===== config.mk =====
export PLATFORM = sky130hd
export DESIGN_NAME = at_response_line_parser
export DESIGN_NICKNAME = d
export VERILOG_FILES = /design/src/rtl/atrlp_pkg.sv /design/src/rtl/at_response_line_parser.sv
export SDC_FILE = /design/constraint.sdc
export NUM_CORES = 1
export LEC_CHECK = 0
export ABC_AREA = 1
export BUFFER_PORTS_ARGS = -buffer_cell sky130_fd_sc_hd__buf_2
export CORE_MARGIN = 8
export CORE_UTILIZATION = 46
export DETAILED_ROUTE_END_ITERATION = 8
export SLEW_MARGIN = 20
export SYNTH_ARGS = -nofsm -noshare
export SYNTH_HDL_FRONTEND = slang
export SYNTH_SLANG_ARGS = --single-unit
export TNS_END_PERCENT = 100

===== constraint.sdc =====
create_clock -name i_clk -period 7.91 [get_ports i_clk]
set_clock_uncertainty 0.1 [all_clocks]
set_input_delay 1.582 -clock i_clk [delete_from_list [all_inputs] [get_ports i_clk]]
set_output_delay 1.582 -clock i_clk [all_outputs]
set_load 0.01 [all_outputs]

===== src/rtl/atrlp_pkg.sv =====
// Shared constants, types and helper functions for the AT response line parser.
package atrlp_pkg;

    localparam int LINE_DEPTH  = 64;
    localparam int ADDR_W      = $clog2(LINE_DEPTH);
    localparam int CNT_W       = $clog2(LINE_DEPTH + 1);
    localparam int MAX_RESULTS = 64;
    localparam int SPAN_W      = (CNT_W > $clog2(MAX_RESULTS)) ? CNT_W : $clog2(MAX_RESULTS);
    localparam int TAIL_LEN    = 12;
    localparam int TAIL_W      = TAIL_LEN * 8;

    localparam logic [1:0] OP_BYTE    = 2'd0;
    localparam logic [1:0] OP_CMD     = 2'd1;
    localparam logic [1:0] OP_TIMEOUT = 2'd2;

    localparam logic [1:0] KIND_UNSOL = 2'd0;
    localparam logic [1:0] KIND_DATA  = 2'd1;
    localparam logic [1:0] KIND_FINAL = 2'd2;

    localparam logic [1:0] RC_NONE       = 2'd0;
    localparam logic [1:0] RC_OK         = 2'd1;
    localparam logic [1:0] RC_ERROR      = 2'd2;
    localparam logic [1:0] RC_NO_CARRIER = 2'd3;

    localparam logic [7:0] CH_LF    = 8'h0A;
    localparam logic [7:0] CH_UPPER_A = 8'h41;
    localparam logic [7:0] CH_UPPER_T = 8'h54;

    // Suffix patterns, last received byte in the low bits.
    localparam logic [15:0] PAT_CRLF       = 16'h0D0A;
    localparam logic [31:0] PAT_OK         = 32'h4F4B_0D0A;
    localparam logic [55:0] PAT_ERROR      = 56'h45_5252_4F52_0D0A;
    localparam logic [95:0] PAT_NO_CARRIER = 96'h4E4F_2043_4152_5249_4552_0D0A;

    localparam int LEN_CRLF       = 2;
    localparam int LEN_OK         = 4;
    localparam int LEN_ERROR      = 7;
    localparam int LEN_NO_CARRIER = 12;

    typedef enum logic [2:0] {
        S_IDLE,
        S_HI_RD,
        S_HI_CHK,
        S_LO_RD,
        S_LO_CHK,
        S_EMIT_RD,
        S_EMIT_OUT,
        S_FINAL
    } t_state;

    function automatic logic is_space(input logic [7:0] c);
        return (c == 8'h20) || ((c >= 8'h09) && (c <= 8'h0D));
    endfunction

endpackage


===== src/rtl/at_response_line_parser.sv =====
// AT response line parser: line buffer memory, suffix matching and trimmed line emission.
//
// Input channel (i_in_valid / o_in_stall) takes one word per event: a received byte,
// a command-sent marker or a response timeout. Output channel (o_out_valid /
// i_out_stall) returns unsolicited line bytes, response text bytes and final result
// words, each run closed by o_last.
// A word that completes no line is taken without a stall and the block stays
// ready. A completed line is emitted from the line memory, which has separate write
// and read addresses: a backward scan and a forward scan find the trim points, each
// skipped blank being read and then tested; each emitted byte is read, then loaded
// into the output register, and a response closes with a final result word. Input
// is stalled while a line is being emitted. The output register holds a finished
// word while the receiver stalls; the emission walk waits on it, and an input
// word is accepted meanwhile once the walk is done.
// Synchronous reset returns to idle mode with an empty line, ready code OK, capture
// off and low power mode off. The line memory is not cleared; only bytes written
// since the last line clear are ever read.
module at_response_line_parser (
    input  logic       i_clk,
    input  logic       i_rst_n,
    input  logic       i_cfg_we,
    input  logic       i_cfg_data,
    input  logic       i_in_valid,
    output logic       o_in_stall,
    input  logic [1:0] i_op,
    input  logic [7:0] i_rx_byte,
    input  logic       i_capture_data,
    output logic       o_out_valid,
    input  logic       i_out_stall,
    output logic [1:0] o_kind,
    output logic [7:0] o_data_byte,
    output logic       o_data_valid,
    output logic [1:0] o_result_code,
    output logic       o_last,
    output logic       o_overflow,
    output logic       o_release_dtr,
    output logic       o_activity_mark
);

    localparam int CNT_W  = atrlp_pkg::CNT_W;
    localparam int ADDR_W = atrlp_pkg::ADDR_W;
    localparam int TAIL_W = atrlp_pkg::TAIL_W;
    localparam int SPAN_W = atrlp_pkg::SPAN_W;

    // Line memory.
    logic [7:0] mem [atrlp_pkg::LINE_DEPTH];
    logic [7:0] r_rdata;
    logic [ADDR_W-1:0] rd_addr;
    logic              mem_we;

    // Control state.
    atrlp_pkg::t_state r_state, n_state;
    logic              r_mode, n_mode;
    logic [CNT_W-1:0]  r_fill, n_fill;
    logic [TAIL_W-1:0] r_tail, n_tail;
    logic [1:0]        r_ready, n_ready;
    logic              r_capture, n_capture;
    logic              r_ovf, n_ovf;
    logic              r_low_power;
    logic              r_ev_resp, n_ev_resp;
    logic              r_ev_ovf, n_ev_ovf;
    logic [CNT_W-1:0]  r_hi, n_hi;
    logic [CNT_W-1:0]  r_lo, n_lo;
    logic [CNT_W-1:0]  r_ptr, n_ptr;
    logic              r_out_valid, n_out_valid;

    // First two stored bytes, for the command echo test.
    logic [7:0] r_b0, r_b1;

    // Output word.
    logic [1:0] r_kind, n_kind;
    logic [7:0] r_data_byte, n_data_byte;
    logic       r_data_valid, n_data_valid;
    logic [1:0] r_result_code, n_result_code;
    logic       r_last, n_last;
    logic       r_overflow, n_overflow;
    logic       r_release_dtr, n_release_dtr;
    logic       r_activity, n_activity;

    // Combinational helpers.
    logic              in_acc;
    logic              out_free;
    logic              full;
    logic [CNT_W-1:0]  fill_after;
    logic              ovf_after;
    logic [TAIL_W-1:0] push_tail;
    logic [7:0]        byte1;
    logic              m_crlf, m_ok, m_err, m_nc;
    logic [1:0]        code_new;
    logic [CNT_W-1:0]  cut;
    logic [CNT_W-1:0]  hi_m1;
    logic [CNT_W-1:0]  ptr_next;
    logic [CNT_W-1:0]  span;

    assign o_in_stall = (r_state != atrlp_pkg::S_IDLE);
    assign in_acc     = i_in_valid && (r_state == atrlp_pkg::S_IDLE);
    assign out_free   = !r_out_valid || !i_out_stall;

    assign full       = (r_fill == CNT_W'(atrlp_pkg::LINE_DEPTH));
    assign fill_after = full ? r_fill : r_fill + CNT_W'(1);
    assign ovf_after  = r_ovf | full;
    assign push_tail  = {r_tail[TAIL_W-9:0], i_rx_byte};
    assign byte1      = (r_fill == CNT_W'(1)) ? i_rx_byte : r_b1;

    assign m_crlf = (fill_after >= CNT_W'(atrlp_pkg::LEN_CRLF))
                    && (push_tail[15:0] == atrlp_pkg::PAT_CRLF);
    assign m_ok   = (fill_after >= CNT_W'(atrlp_pkg::LEN_OK))
                    && (push_tail[31:0] == atrlp_pkg::PAT_OK);
    assign m_err  = (fill_after >= CNT_W'(atrlp_pkg::LEN_ERROR))
                    && (push_tail[55:0] == atrlp_pkg::PAT_ERROR);
    assign m_nc   = (fill_after >= CNT_W'(atrlp_pkg::LEN_NO_CARRIER))
                    && (push_tail[95:0] == atrlp_pkg::PAT_NO_CARRIER);

    always_comb begin
        if (m_ok) begin
            code_new = atrlp_pkg::RC_OK;
            cut      = CNT_W'(atrlp_pkg::LEN_OK);
        end else if (m_err) begin
            code_new = atrlp_pkg::RC_ERROR;
            cut      = CNT_W'(atrlp_pkg::LEN_ERROR);
        end else if (m_nc) begin
            code_new = atrlp_pkg::RC_NO_CARRIER;
            cut      = CNT_W'(atrlp_pkg::LEN_NO_CARRIER);
        end else begin
            // A stale ready code completes the response with no text cut.
            code_new = r_ready;
            cut      = '0;
        end
    end

    assign mem_we   = in_acc && (i_op == atrlp_pkg::OP_BYTE) && !full;
    assign hi_m1    = r_hi - CNT_W'(1);
    assign ptr_next = r_ptr + CNT_W'(1);
    assign span     = r_hi - r_lo;

    always_comb begin
        n_state       = r_state;
        n_mode        = r_mode;
        n_fill        = r_fill;
        n_tail        = r_tail;
        n_ready       = r_ready;
        n_capture     = r_capture;
        n_ovf         = r_ovf;
        n_ev_resp     = r_ev_resp;
        n_ev_ovf      = r_ev_ovf;
        n_hi          = r_hi;
        n_lo          = r_lo;
        n_ptr         = r_ptr;
        n_out_valid   = r_out_valid && i_out_stall;
        n_kind        = r_kind;
        n_data_byte   = r_data_byte;
        n_data_valid  = r_data_valid;
        n_result_code = r_result_code;
        n_last        = r_last;
        n_overflow    = r_overflow;
        n_release_dtr = r_release_dtr;
        n_activity    = r_activity;
        rd_addr       = r_ptr[ADDR_W-1:0];

        unique case (r_state)
            atrlp_pkg::S_IDLE: begin
                if (in_acc) begin
                    unique case (i_op)
                        atrlp_pkg::OP_CMD: begin
                            n_mode    = 1'b0;
                            n_ready   = atrlp_pkg::RC_NONE;
                            n_capture = i_capture_data;
                        end
                        atrlp_pkg::OP_TIMEOUT: begin
                            n_fill    = '0;
                            n_tail    = '0;
                            n_ovf     = 1'b0;
                            n_capture = 1'b0;
                        end
                        atrlp_pkg::OP_BYTE: begin
                            n_tail = push_tail;
                            n_fill = fill_after;
                            n_ovf  = ovf_after;
                            if (!r_mode) begin
                                if (m_crlf) begin
                                    n_fill = '0;
                                    n_tail = '0;
                                    n_ovf  = 1'b0;
                                    if ((r_b0 == atrlp_pkg::CH_UPPER_A)
                                            && (byte1 == atrlp_pkg::CH_UPPER_T)) begin
                                        n_mode = 1'b1;
                                    end else begin
                                        n_ev_resp = 1'b0;
                                        n_ev_ovf  = ovf_after;
                                        n_hi      = fill_after;
                                        n_state   = atrlp_pkg::S_HI_RD;
                                    end
                                end
                            end else if ((i_rx_byte == atrlp_pkg::CH_LF)
                                    && (code_new != atrlp_pkg::RC_NONE)) begin
                                n_ready   = code_new;
                                n_ev_resp = 1'b1;
                                n_ev_ovf  = ovf_after;
                                n_hi      = ovf_after ? fill_after : fill_after - cut;
                                n_state   = r_capture ? atrlp_pkg::S_HI_RD
                                                      : atrlp_pkg::S_FINAL;
                                n_capture = 1'b0;
                                n_mode    = 1'b0;
                                n_fill    = '0;
                                n_tail    = '0;
                                n_ovf     = 1'b0;
                            end
                        end
                        default: begin
                        end
                    endcase
                end
            end
            atrlp_pkg::S_HI_RD: begin
                rd_addr = hi_m1[ADDR_W-1:0];
                if (r_hi == '0) begin
                    n_state = r_ev_resp ? atrlp_pkg::S_FINAL : atrlp_pkg::S_IDLE;
                end else begin
                    n_state = atrlp_pkg::S_HI_CHK;
                end
            end
            atrlp_pkg::S_HI_CHK: begin
                rd_addr = hi_m1[ADDR_W-1:0];
                if (atrlp_pkg::is_space(r_rdata)) begin
                    n_hi    = hi_m1;
                    n_state = atrlp_pkg::S_HI_RD;
                end else begin
                    n_lo    = '0;
                    n_state = atrlp_pkg::S_LO_RD;
                end
            end
            atrlp_pkg::S_LO_RD: begin
                rd_addr = r_lo[ADDR_W-1:0];
                n_state = atrlp_pkg::S_LO_CHK;
            end
            atrlp_pkg::S_LO_CHK: begin
                rd_addr = r_lo[ADDR_W-1:0];
                // The backward scan left a non-blank at r_hi - 1, so this stops there.
                if (atrlp_pkg::is_space(r_rdata)) begin
                    n_lo    = r_lo + CNT_W'(1);
                    n_state = atrlp_pkg::S_LO_RD;
                end else begin
                    if (r_ev_resp && (SPAN_W'(span) > SPAN_W'(atrlp_pkg::MAX_RESULTS - 1))) begin
                        n_hi = r_lo + CNT_W'(atrlp_pkg::MAX_RESULTS - 1);
                    end
                    n_ptr   = r_lo;
                    n_state = atrlp_pkg::S_EMIT_RD;
                end
            end
            atrlp_pkg::S_EMIT_RD: begin
                n_state = atrlp_pkg::S_EMIT_OUT;
            end
            atrlp_pkg::S_EMIT_OUT: begin
                if (out_free) begin
                    n_out_valid   = 1'b1;
                    n_kind        = r_ev_resp ? atrlp_pkg::KIND_DATA : atrlp_pkg::KIND_UNSOL;
                    n_data_byte   = r_rdata;
                    n_data_valid  = 1'b1;
                    n_result_code = atrlp_pkg::RC_NONE;
                    n_last        = !r_ev_resp && (ptr_next == r_hi);
                    n_overflow    = r_ev_ovf;
                    n_release_dtr = 1'b0;
                    n_activity    = !r_ev_resp && (ptr_next == r_hi);
                    n_ptr         = ptr_next;
                    if (ptr_next == r_hi) begin
                        n_state = r_ev_resp ? atrlp_pkg::S_FINAL : atrlp_pkg::S_IDLE;
                    end else begin
                        n_state = atrlp_pkg::S_EMIT_RD;
                    end
                end
            end
            atrlp_pkg::S_FINAL: begin
                if (out_free) begin
                    n_out_valid   = 1'b1;
                    n_kind        = atrlp_pkg::KIND_FINAL;
                    n_data_byte   = '0;
                    n_data_valid  = 1'b0;
                    n_result_code = r_ready;
                    n_last        = 1'b1;
                    n_overflow    = r_ev_ovf;
                    n_release_dtr = r_low_power;
                    n_activity    = 1'b1;
                    n_state       = atrlp_pkg::S_IDLE;
                end
            end
            default: begin
                n_state = atrlp_pkg::S_IDLE;
            end
        endcase
    end

    always_ff @(posedge i_clk) begin
        if (mem_we) begin
            mem[r_fill[ADDR_W-1:0]] <= i_rx_byte;
        end
        r_rdata <= mem[rd_addr];
    end

    always_ff @(posedge i_clk) begin
        if (!i_rst_n) begin
            r_state     <= atrlp_pkg::S_IDLE;
            r_mode      <= 1'b0;
            r_fill      <= '0;
            r_tail      <= '0;
            r_ready     <= atrlp_pkg::RC_OK;
            r_capture   <= 1'b0;
            r_ovf       <= 1'b0;
            r_low_power <= 1'b0;
            r_ev_resp   <= 1'b0;
            r_ev_ovf    <= 1'b0;
            r_out_valid <= 1'b0;
        end else begin
            r_state     <= n_state;
            r_mode      <= n_mode;
            r_fill      <= n_fill;
            r_tail      <= n_tail;
            r_ready     <= n_ready;
            r_capture   <= n_capture;
            r_ovf       <= n_ovf;
            r_ev_resp   <= n_ev_resp;
            r_ev_ovf    <= n_ev_ovf;
            r_out_valid <= n_out_valid;
            if (i_cfg_we) begin
                r_low_power <= i_cfg_data;
            end
        end
    end

    always_ff @(posedge i_clk) begin
        r_hi          <= n_hi;
        r_lo          <= n_lo;
        r_ptr         <= n_ptr;
        r_kind        <= n_kind;
        r_data_byte   <= n_data_byte;
        r_data_valid  <= n_data_valid;
        r_result_code <= n_result_code;
        r_last        <= n_last;
        r_overflow    <= n_overflow;
        r_release_dtr <= n_release_dtr;
        r_activity    <= n_activity;
        if (mem_we && (r_fill == CNT_W'(0))) begin
            r_b0 <= i_rx_byte;
        end
        if (mem_we && (r_fill == CNT_W'(1))) begin
            r_b1 <= i_rx_byte;
        end
    end

    assign o_out_valid     = r_out_valid;
    assign o_kind          = r_kind;
    assign o_data_byte     = r_data_byte;
    assign o_data_valid    = r_data_valid;
    assign o_result_code   = r_result_code;
    assign o_last          = r_last;
    assign o_overflow      = r_overflow;
    assign o_release_dtr   = r_release_dtr;
    assign o_activity_mark = r_activity;

endmodule

After elaboration in Yosys (flattened, before gate mapping)
Memory sizes are Yosys's and may differ from the RTL's. A register that Yosys moved wholly into a read port is not among the register bits.
Cells that the tools add are included.
Widths: inputs -> output; s select.

operators by class
  add/subtract/negate cells = 7
  multipliers = 0
  div/mod/pow operators = 0
  magnitude comparators = 7
  eq/ne operators = 36
  shift-type cells = 0
  multiplexer cells = 93
  bitwise logic cells = 1
  reduce and logical (&&, ||, !) cells = 49

operator list
  operator              number
  $mux 88               3
  $pmux 88 s2           1
  $mux 7                18
  $eq 96x95->1 const B  1
  $eq 56x55->1 const B  1
  $pmux 7 s2            3
  $mux 3                13
  $eq 32x31->1 const B  1
  $mux 1                26
  $mux 8                3
  $pmux 3 s8            1
  $add 7x1->7 const B   3
  $pmux 7 s3            1
  $mux 2                10
  $ne 2x2->1 const B    10
  $eq 16x12->1 const B  1
  $eq 8x7->1 const B    2
  $pmux 8 s2            1
  $logic_and 1x1->1     15
  $reduce_and 3->1      5
  $ge 7x3->1 const B    2
  $logic_not 7->1       2
  $reduce_bool 2->1     7
  $sub 7x7->7           2
  37 further kinds      61

storage, ports and cells
  register bits after elaboration = 160
  latch bits = 0
  RAM bits = 512
  ROM bits = 0
  input port bits = 17
  output and inout port bits = 19
  word-level logic and storage cells = 217
  memories = 1

memory list
  name  words  bits a word  read ports  clocked after Yosys merged registers in  write ports  line                           text
  mem   64     8            1           1                                        1            at_response_line_parser.sv:46  logic [7:0] mem [atrlp_pkg::LINE_DEPTH];

Depth between registers and ports, before layout
Gate-level depths: netlist (run 1).

  depth in word-level cells = 14
  gate-level depth with buffers = 22
  depth with buffers taken out = 22

Least setup slack after synthesis (run 1)
Ideal clock, no wire load.

  path type = input to register
  start point = input i_rx_byte[2]
  end point = register r_hi[6] (data pin)
  setup time = 0.259 ns
  data arrival time = 3.651 ns
  required time = 7.551 ns
  slack = 3.900 ns
  stages on the path = 20
  buffers on the path = 0
  cell sequence = inv_1 > nand4_1 > nor2_1 > nand2_1 > nor2_1 > inv_1 > nor2_1 > nand2_2 > inv_1 > ha_1 > fa_1 > nor2_1 > o21ai_0 > nand3_1 > nor2_1 > inv_1 > nor2_1 > or2_2 > nand3_1 > nand3_1

between the ends
  cells in the longest elaborated chain, start to end = 12
  elaborated cells between the ends (all ways) = 16
  those cells by class = 1 x add/sub; 3 x eq/ne; 9 x mux; 3 x reduce/logical

RTL lines
  element                 line                            text
  start: declaration      at_response_line_parser.sv:26   input logic [7:0] i_rx_byte,
  $eq 96x95->1            at_response_line_parser.sv:112  && (push_tail[95:0] == atrlp_pkg::PAT_NO_CARRIER);
  $logic_and 1x1->1       at_response_line_parser.sv:112
  $mux 4                  at_response_line_parser.sv:121  end else if (m_nc) begin
  $mux 4                  at_response_line_parser.sv:118  end else if (m_err) begin
  $mux 4 *                at_response_line_parser.sv:115  if (m_ok) begin
  $sub 7x7->7 *           at_response_line_parser.sv:199  n_hi = ovf_after ? fill_after : fill_after - cut;
  $mux 7 *                at_response_line_parser.sv:199
  $mux 7 *                at_response_line_parser.sv:194  end else if ((i_rx_byte == atrlp_pkg::CH_LF)
  $mux 7 *                at_response_line_parser.sv:179  if (!r_mode) begin
  $mux 7 *                at_response_line_parser.sv:163  unique case (i_op)
  $mux 7 *                at_response_line_parser.sv:162  if (in_acc) begin
  $pmux 7 s3 *            at_response_line_parser.sv:160  unique case (r_state)
  net n_hi[6]             at_response_line_parser.sv:62   logic [CNT_W-1:0] r_hi, n_hi;
  end signal: assignment  at_response_line_parser.sv:330  r_hi <= n_hi;
  end: declaration        at_response_line_parser.sv:62

Mark *: on every way through the listed nets, which the timed path passes. The rest lies on a longest branch. The select of a mux whose other input is x is not followed.
A chain may end at the register's enable or synchronous reset.

Worst setup path in the final report (run 1)
  start point = input i_rx_byte[7]
  end point = register r_hi[6] (data pin)

Same word-level chain as after synthesis.

==> flow_metrics.tcl, run 1 <==
set metrics [dict create \
    insertion_delay_ns 0.60 \
    layout_common_cells "edfxtp_1 (565), nand2_1 (439), inv_1 (405), nand3_1 (383), a21oi_1 (223)" \
    grt_pass1_vias 19700 \
    nNetsFinal 2935 \
    antenna_found_initial 0 \
    cts_hold_buf 0 \
    die_h_um 271 \
    placed_cell_area_um2 30600 \
    yosysTopAreaCellShare_pct 56.7 \
    layout-drive-gt1-share_pct 6.80 \
    final_area_um2 32900 \
    drv_cap 0 \
    post_cts_buffers 0 \
    power.density_nw_per_um2 220 \
    die_w_um 271 \
    synth_ff_type "edfxtp_1" \
    status "finished clean" \
    drt_iter0_drc 1967 \
    critPathKind "in2reg" \
    end_kind "flip-flop" \
    wirelength_um 72300 \
    worstPathMaxFanout 69 \
    synth_area_leaders "edfxtp_1 (57%), dfxtp_1 (7.7%), nand3_1 (6.4%)" \
    period_needed_ns 4.57 \
    core_um2 64300 \
    antenna_cells 0 \
    drc 0 \
    cts_tree "done" \
    initial_core_util_pct 46.5 \
    mostFrequentLayoutCell "edfxtp_1" \
    start_kind "primary input" \
    routedWlPerCell_um 19.0 \
    setup_slack_ns 3.34 \
    rows 93 \
    clock_sinks 680 \
    clock_path_buffers 3 \
    avgSynthCellArea_um2 10.3 \
    firstDrtPassIters 5 \
    setup_viol 0 \
    drv_slew 0 \
    synth_cell_types 49 \
    post_drt_via_cell_ratio 5.41 \
    cts.clk_slew.worst_paths_ns 0.06 \
    post-route-period-util_pct 57.8 \
    cts_resized 0 \
    fmax_ghz 0.219 \
    synth-seq-cells 680 \
    synthArstFlopShare_pct 0 \
    tightest_slew_ns 1.09 \
    synth_edf_count 565 \
    final_util_pct 51.1 \
    syn-cell-area_um2 29900 \
    grt_setup_unrepaired "no" \
    arrival_ns 4.82 \
    gr-total-overflow 0 \
    syn_nets 2955 \
    instances_no_fill 3809 \
    yosysTopAreaCell "edfxtp_1" \
    peakVddDrop_uv 165 \
    grt_pass1_wl_um 113000 \
    cts_buffers 71 \
    antenna_left 0 \
    finalSetupTns_ns 0 \
    grt_max_degree 232 \
    netlist_instances 2918 \
    yosysSeqAreaShare_pct 64.4 \
    synth_warnings 0 \
    dp_hpwl_um 44800 \
    pin_count 36 \
    cts-htree-levels 3 \
    placedCellCount 3680 \
    pre_cts_slack_ns 2.71 \
    max_slew_margin_pct 27.2 \
    grt_usage_pct 19.3 \
    io_buffers 35 \
    gp_congestion 0.876 \
    syn_to_final_growth_pct 9.83 \
    num_vias 20600 \
    p_leak_nw 12.0 \
    cts_root_buf "clkbuf_16" \
    crit_required_ns 8.16 \
    die-area_um2 73500 \
    hp-class "reg2reg" \
    finalHoldViolations 0 \
]
registers in the layout, summed over array words and instances, names as in the netlist, 8 cells and up:
| name | flops |
|---|---|
| r_b0 | 8 |
| r_rdata | 8 |
| r_b1 | 8 |
| mem | 512 |
| o_data_byte | 8 |
| r_tail | 88 |
stage by stage:
stage,hold WS (ns),power [W]
after detailed placement,0.349,0.00409
after CTS,0.367,0.00732
final,0.367,0.00725
after global placement,0.340,0.00408
after floorplan,0.308,0.00401
after global routing,0.386,0.00746
final timing paths:
| check | depth (start not counted) | startpoint | slack (ns) | end |
|---|---|---|---|---|
| worst max-delay path | 22 | i_rx_byte[7] | 3.34 | r_hi[6] |
| worst min-delay path | 2 | r_capture | 0.37 | r_capture |
| worst max register to register | 15 | r_state[0] | 3.59 | r_rdata[0] |
| worst min register to register | 2 | r_capture | 0.37 | r_capture |
critical path, stage by stage:
cell and delay (ns):
buf_2 0.08, buf_4 0.57, inv_1 0.13, nand3_1 0.14
nor2_1 0.12, nand2_1 0.18, nor2_1 0.08, inv_1 0.05
nor2_1 0.04, nand2_2 0.10, inv_1 0.09, ha_1 0.24
fa_1 0.45, nor2_1 0.14, o21ai_0 0.09, nand3_1 0.11
nor2_1 0.05, inv_1 0.07, nor2_1 0.05, or2_2 0.27
nand3_1 0.07, nand3_1 0.06
synthesized netlist by cell type (4+ instances only):
library cell / n
a21oi_1: 225
buf_1: 16
buf_2: 56
buf_4: 23
buf_6: 9
clkbuf_1: 50
dfxtp_1: 115
edfxtp_1: 565
ha_1: 18
inv_1: 407
inv_2: 11
nand2_1: 440
nand2_2: 4
nand3_1: 383
nand3b_1: 4
nand4_1: 25
nor2_1: 199
nor3_1: 20
nor4_1: 5
o211ai_1: 139
o21ai_0: 123
o21ai_1: 23
xnor2_1: 10
xor2_1: 8
per-layer routing:
metal / track usage, % / share of wire (%) / wire, um / vias to the layer above
met4: 7.86 / 3.6 / 2590 / 0
li1: - / - / - / 10000
met2: 31.8 / 48 / 34500 / 559
met5: 0 / 0 / 0 / -
met3: 2.82 / 5.2 / 3790 / 123
met1: 25.5 / 43 / 31300 / 9889
final cells by class:
cell class,instances,area (um2)
clock buffers,95,2000
clock inverters,34,259
fillers,5758,31500
inverters,420,1580
multi-input cells,1664,8320
flip-flops and latches,680,19300
well taps,855,1070
repair buffers,61,383
cells by family (layout without fill, tap and decap cells):
group / after synthesis / count (layout) / synth area share [%]
AOI/OAI and AO/OA: 529 / 529 / 10.2
adders and majority gates: 20 / 20 / 0.886
and+or+nand+nor: 1096 / 1096 / 16.1
buffers and inverters: 574 / 610 / 7.95
muxes: 1 / 1 / 0.0334
DFF: 680 / 680 / 64.4
xor gates and xnor gates: 18 / 18 / 0.527
report_power, final:
group / switching (W) / internal [W] / total (W)
clock network: 0.00136 / 0.00188 / 0.00324
logic: 0.000109 / 0.0000190 / 0.000128
registers: 0.00000389 / 0.00388 / 0.00388
No activity file was read; power rests on OpenSTA's default activity.
==> run 2, diff against run 1 <==
==> constraint.sdc (replaced) <==
create_clock -name i_clk -period 3.8 [get_ports i_clk]
set_clock_uncertainty 0.1 [all_clocks]
set_input_delay 0.76 -clock i_clk [delete_from_list [all_inputs] [get_ports i_clk]]
set_output_delay 0.76 -clock i_clk [all_outputs]
set_load 0.01 [all_outputs]
==> flow_metrics.tcl, run 2 (synthesis gave the netlist of run 1 again) <==
set metrics [dict create \
    nNetsFinal 3059 \
    routedWlPerCell_um 19.3 \
    wirelength_um 75900 \
    cts_root_buf "clkbuf_16" \
    critPathKind "reg2reg" \
    crit_required_ns 4.06 \
    antenna_cells 0 \
    post-route-period-util_pct 91.8 \
    p_seq_share_pct 53.1 \
    startpoint "r_fill[3]" \
    antenna_found_initial 1 \
    gp_congestion 0.878 \
    final_util_pct 52.8 \
    cts-htree-levels 3 \
    antenna_left 0 \
    slowest_delay_ns 0.55 \
    whs_path_depth 3 \
    power.share.clock_pct 45.0 \
    instances_no_fill 3936 \
    clock_path_buffers 3 \
    dp_hpwl_um 48000 \
    initial_core_util_pct 46.5 \
    die-area_um2 73500 \
    combPwrFrac_pct 2.0 \
    critPathMostFrequentCell "nand3_1" \
    syn_to_final_growth_pct 13.5 \
    arrival_ns 3.75 \
    r2r-start "r_fill[3]" \
    cts_hold_buf 0 \
    largest_register_ffs 512 \
    start_kind "flip-flop" \
    grt_usage_pct 20.3 \
    drv_slew 0 \
    peakVddDrop_uv 254 \
    cts_tree "done" \
    drc 0 \
    cts.clk_slew.worst_paths_ns 0.06 \
    finalSetupTns_ns 0 \
    switchingPower_w 0.00316 \
    totalPowerFinal_w 0.0152 \
    firstDrtPassIters 5 \
    layout-drive-gt1-share_pct 10.6 \
    post_drt_via_cell_ratio 5.38 \
    placedCellCount 3800 \
    period_needed_ns 3.49 \
    p_leak_nw 12.7 \
    fmax_ghz 0.287 \
    io_buffers 35 \
    tightest_slew_ns 1.01 \
    pin_count 36 \
    die_h_um 271 \
    rows 93 \
    path_cells "nand2_1, inv_1, nand2_1, nand2_1, nand3_1, nor2_2, nand4_1, nand2_2, inv_1, ha_1, fa_1, nor2_1, o21ai_0, nand3_1, nor2_1, inv_1, nor2_1, or2_2, nand3_1, nand3_1" \
    grt_max_degree 97 \
    num_vias 21200 \
    insertion_delay_ns 0.62 \
    grt_pass1_wl_um 118000 \
    setup_viol 0 \
    hp-start "i_cfg_data" \
    status "finished clean" \
    final_area_um2 34000 \
    drt_iter0_drc 1817 \
    worstPathMaxFanout 9 \
    p_sw_share_pct 20.8 \
    die_w_um 271 \
    grt_setup_unrepaired "no" \
    crit_path_top_delay_cell "dfxtp_1" \
    clock_sinks 680 \
    max_slew_margin_pct 32.1 \
    grt_pass1_vias 20600 \
    power.density_nw_per_um2 448 \
    finalHoldViolations 0 \
    hp-class "in2reg" \
    rr_worst_depth 20 \
    core_um2 64300 \
    drv_cap 0 \
    placed_cell_area_um2 31700 \
    end_kind "flip-flop" \
    gr-total-overflow 0 \
    internal_power_w 0.0121 \
    layout_common_cells "edfxtp_1 (565), nand2_1 (438), inv_1 (406), nand3_1 (382), a21oi_1 (223)" \
    cts_buffers 74 \
    mostFrequentLayoutCell "edfxtp_1" \
]
==> run 2: changes by cell type in the layout (fill, tap and decap cells not counted), moves of 3 or more <==
cell	previous run	this run
buf_12	1	12
clkinvlp_2	3	0
dfxtp_2	0	3
clkbuf_1	16	21
dfxtp_1	115	112
buf_4	25	135
==> run 2: critical path: cells and delay by family (launching register included) <==
kind,cells,cell delay [ns]
AO/OA/AOI/OAI,1,0.10
AND/OR/NAND/NOR,14,1.59
adder cells (fa/ha/maj),2,0.68
flip-flops,1,0.55
buffers and inverters,3,0.21
==> run 2: stage by stage <==
step                worst slack [ns]  hold slack (ns)
finish                         0.311            0.269
global route                 0.00230            0.291
CTS                            0.198            0.236
detailed placement             0.108            0.346
global placement              0.0613            0.343
floorplan                      0.448            0.308
==> run 2: final timing paths <==
check                endpoint  slack (ns)
setup / recovery      r_hi[6]        0.31
hold / removal    r_low_power        0.27
setup reg to reg      r_hi[6]        0.31
hold reg to reg    o_overflow        0.36
==> run 2: repair_timing <==
item                       in CTS  in global routing
buffers inserted                0                  1
setup endpoints to repair       0                  1
resized for setup               0                  7
==> run 2: cell type report <==
type	instances	area (um2)
Multi-Input combinational cell	1664	8330
Tap cell	855	1070
Clock buffer	101	2020
Clock inverter	34	279
Sequential cell	680	19300
Inverter	420	1580
Fill cell	5703	30400
Timing Repair Buffer	182	1430
==> run 2: routing by layer <==
| metal | vias up | part of all wire, % | track usage, % |
|---|---|---|---|
| li1 | 10300 | - | - |
| met1 | 10100 | 43 | 27.1 |
| met2 | 625 | 47 | 33.0 |
| met3 | 156 | 5.9 | 3.15 |
| met4 | 0 | 4.1 | 8.66 |
| met5 | - | 0 | 0 |
==> run 2: power groups by stage <==
| stage | logic [W] | clock network (W) | registers [W] |
|---|---|---|---|
| 6_report | 0.000302 | 0.00685 | 0.00808 |
| 5_1_grt | 0.000327 | 0.00726 | 0.00808 |
| 4_1_cts | 0.000305 | 0.00697 | 0.00808 |
| 2_1_floorplan | 0.000110 | 0 | 0.00823 |
| 3_3_place_gp | 0.000299 | 0 | 0.00824 |
| 3_5_place_dp | 0.000305 | 0 | 0.00824 |
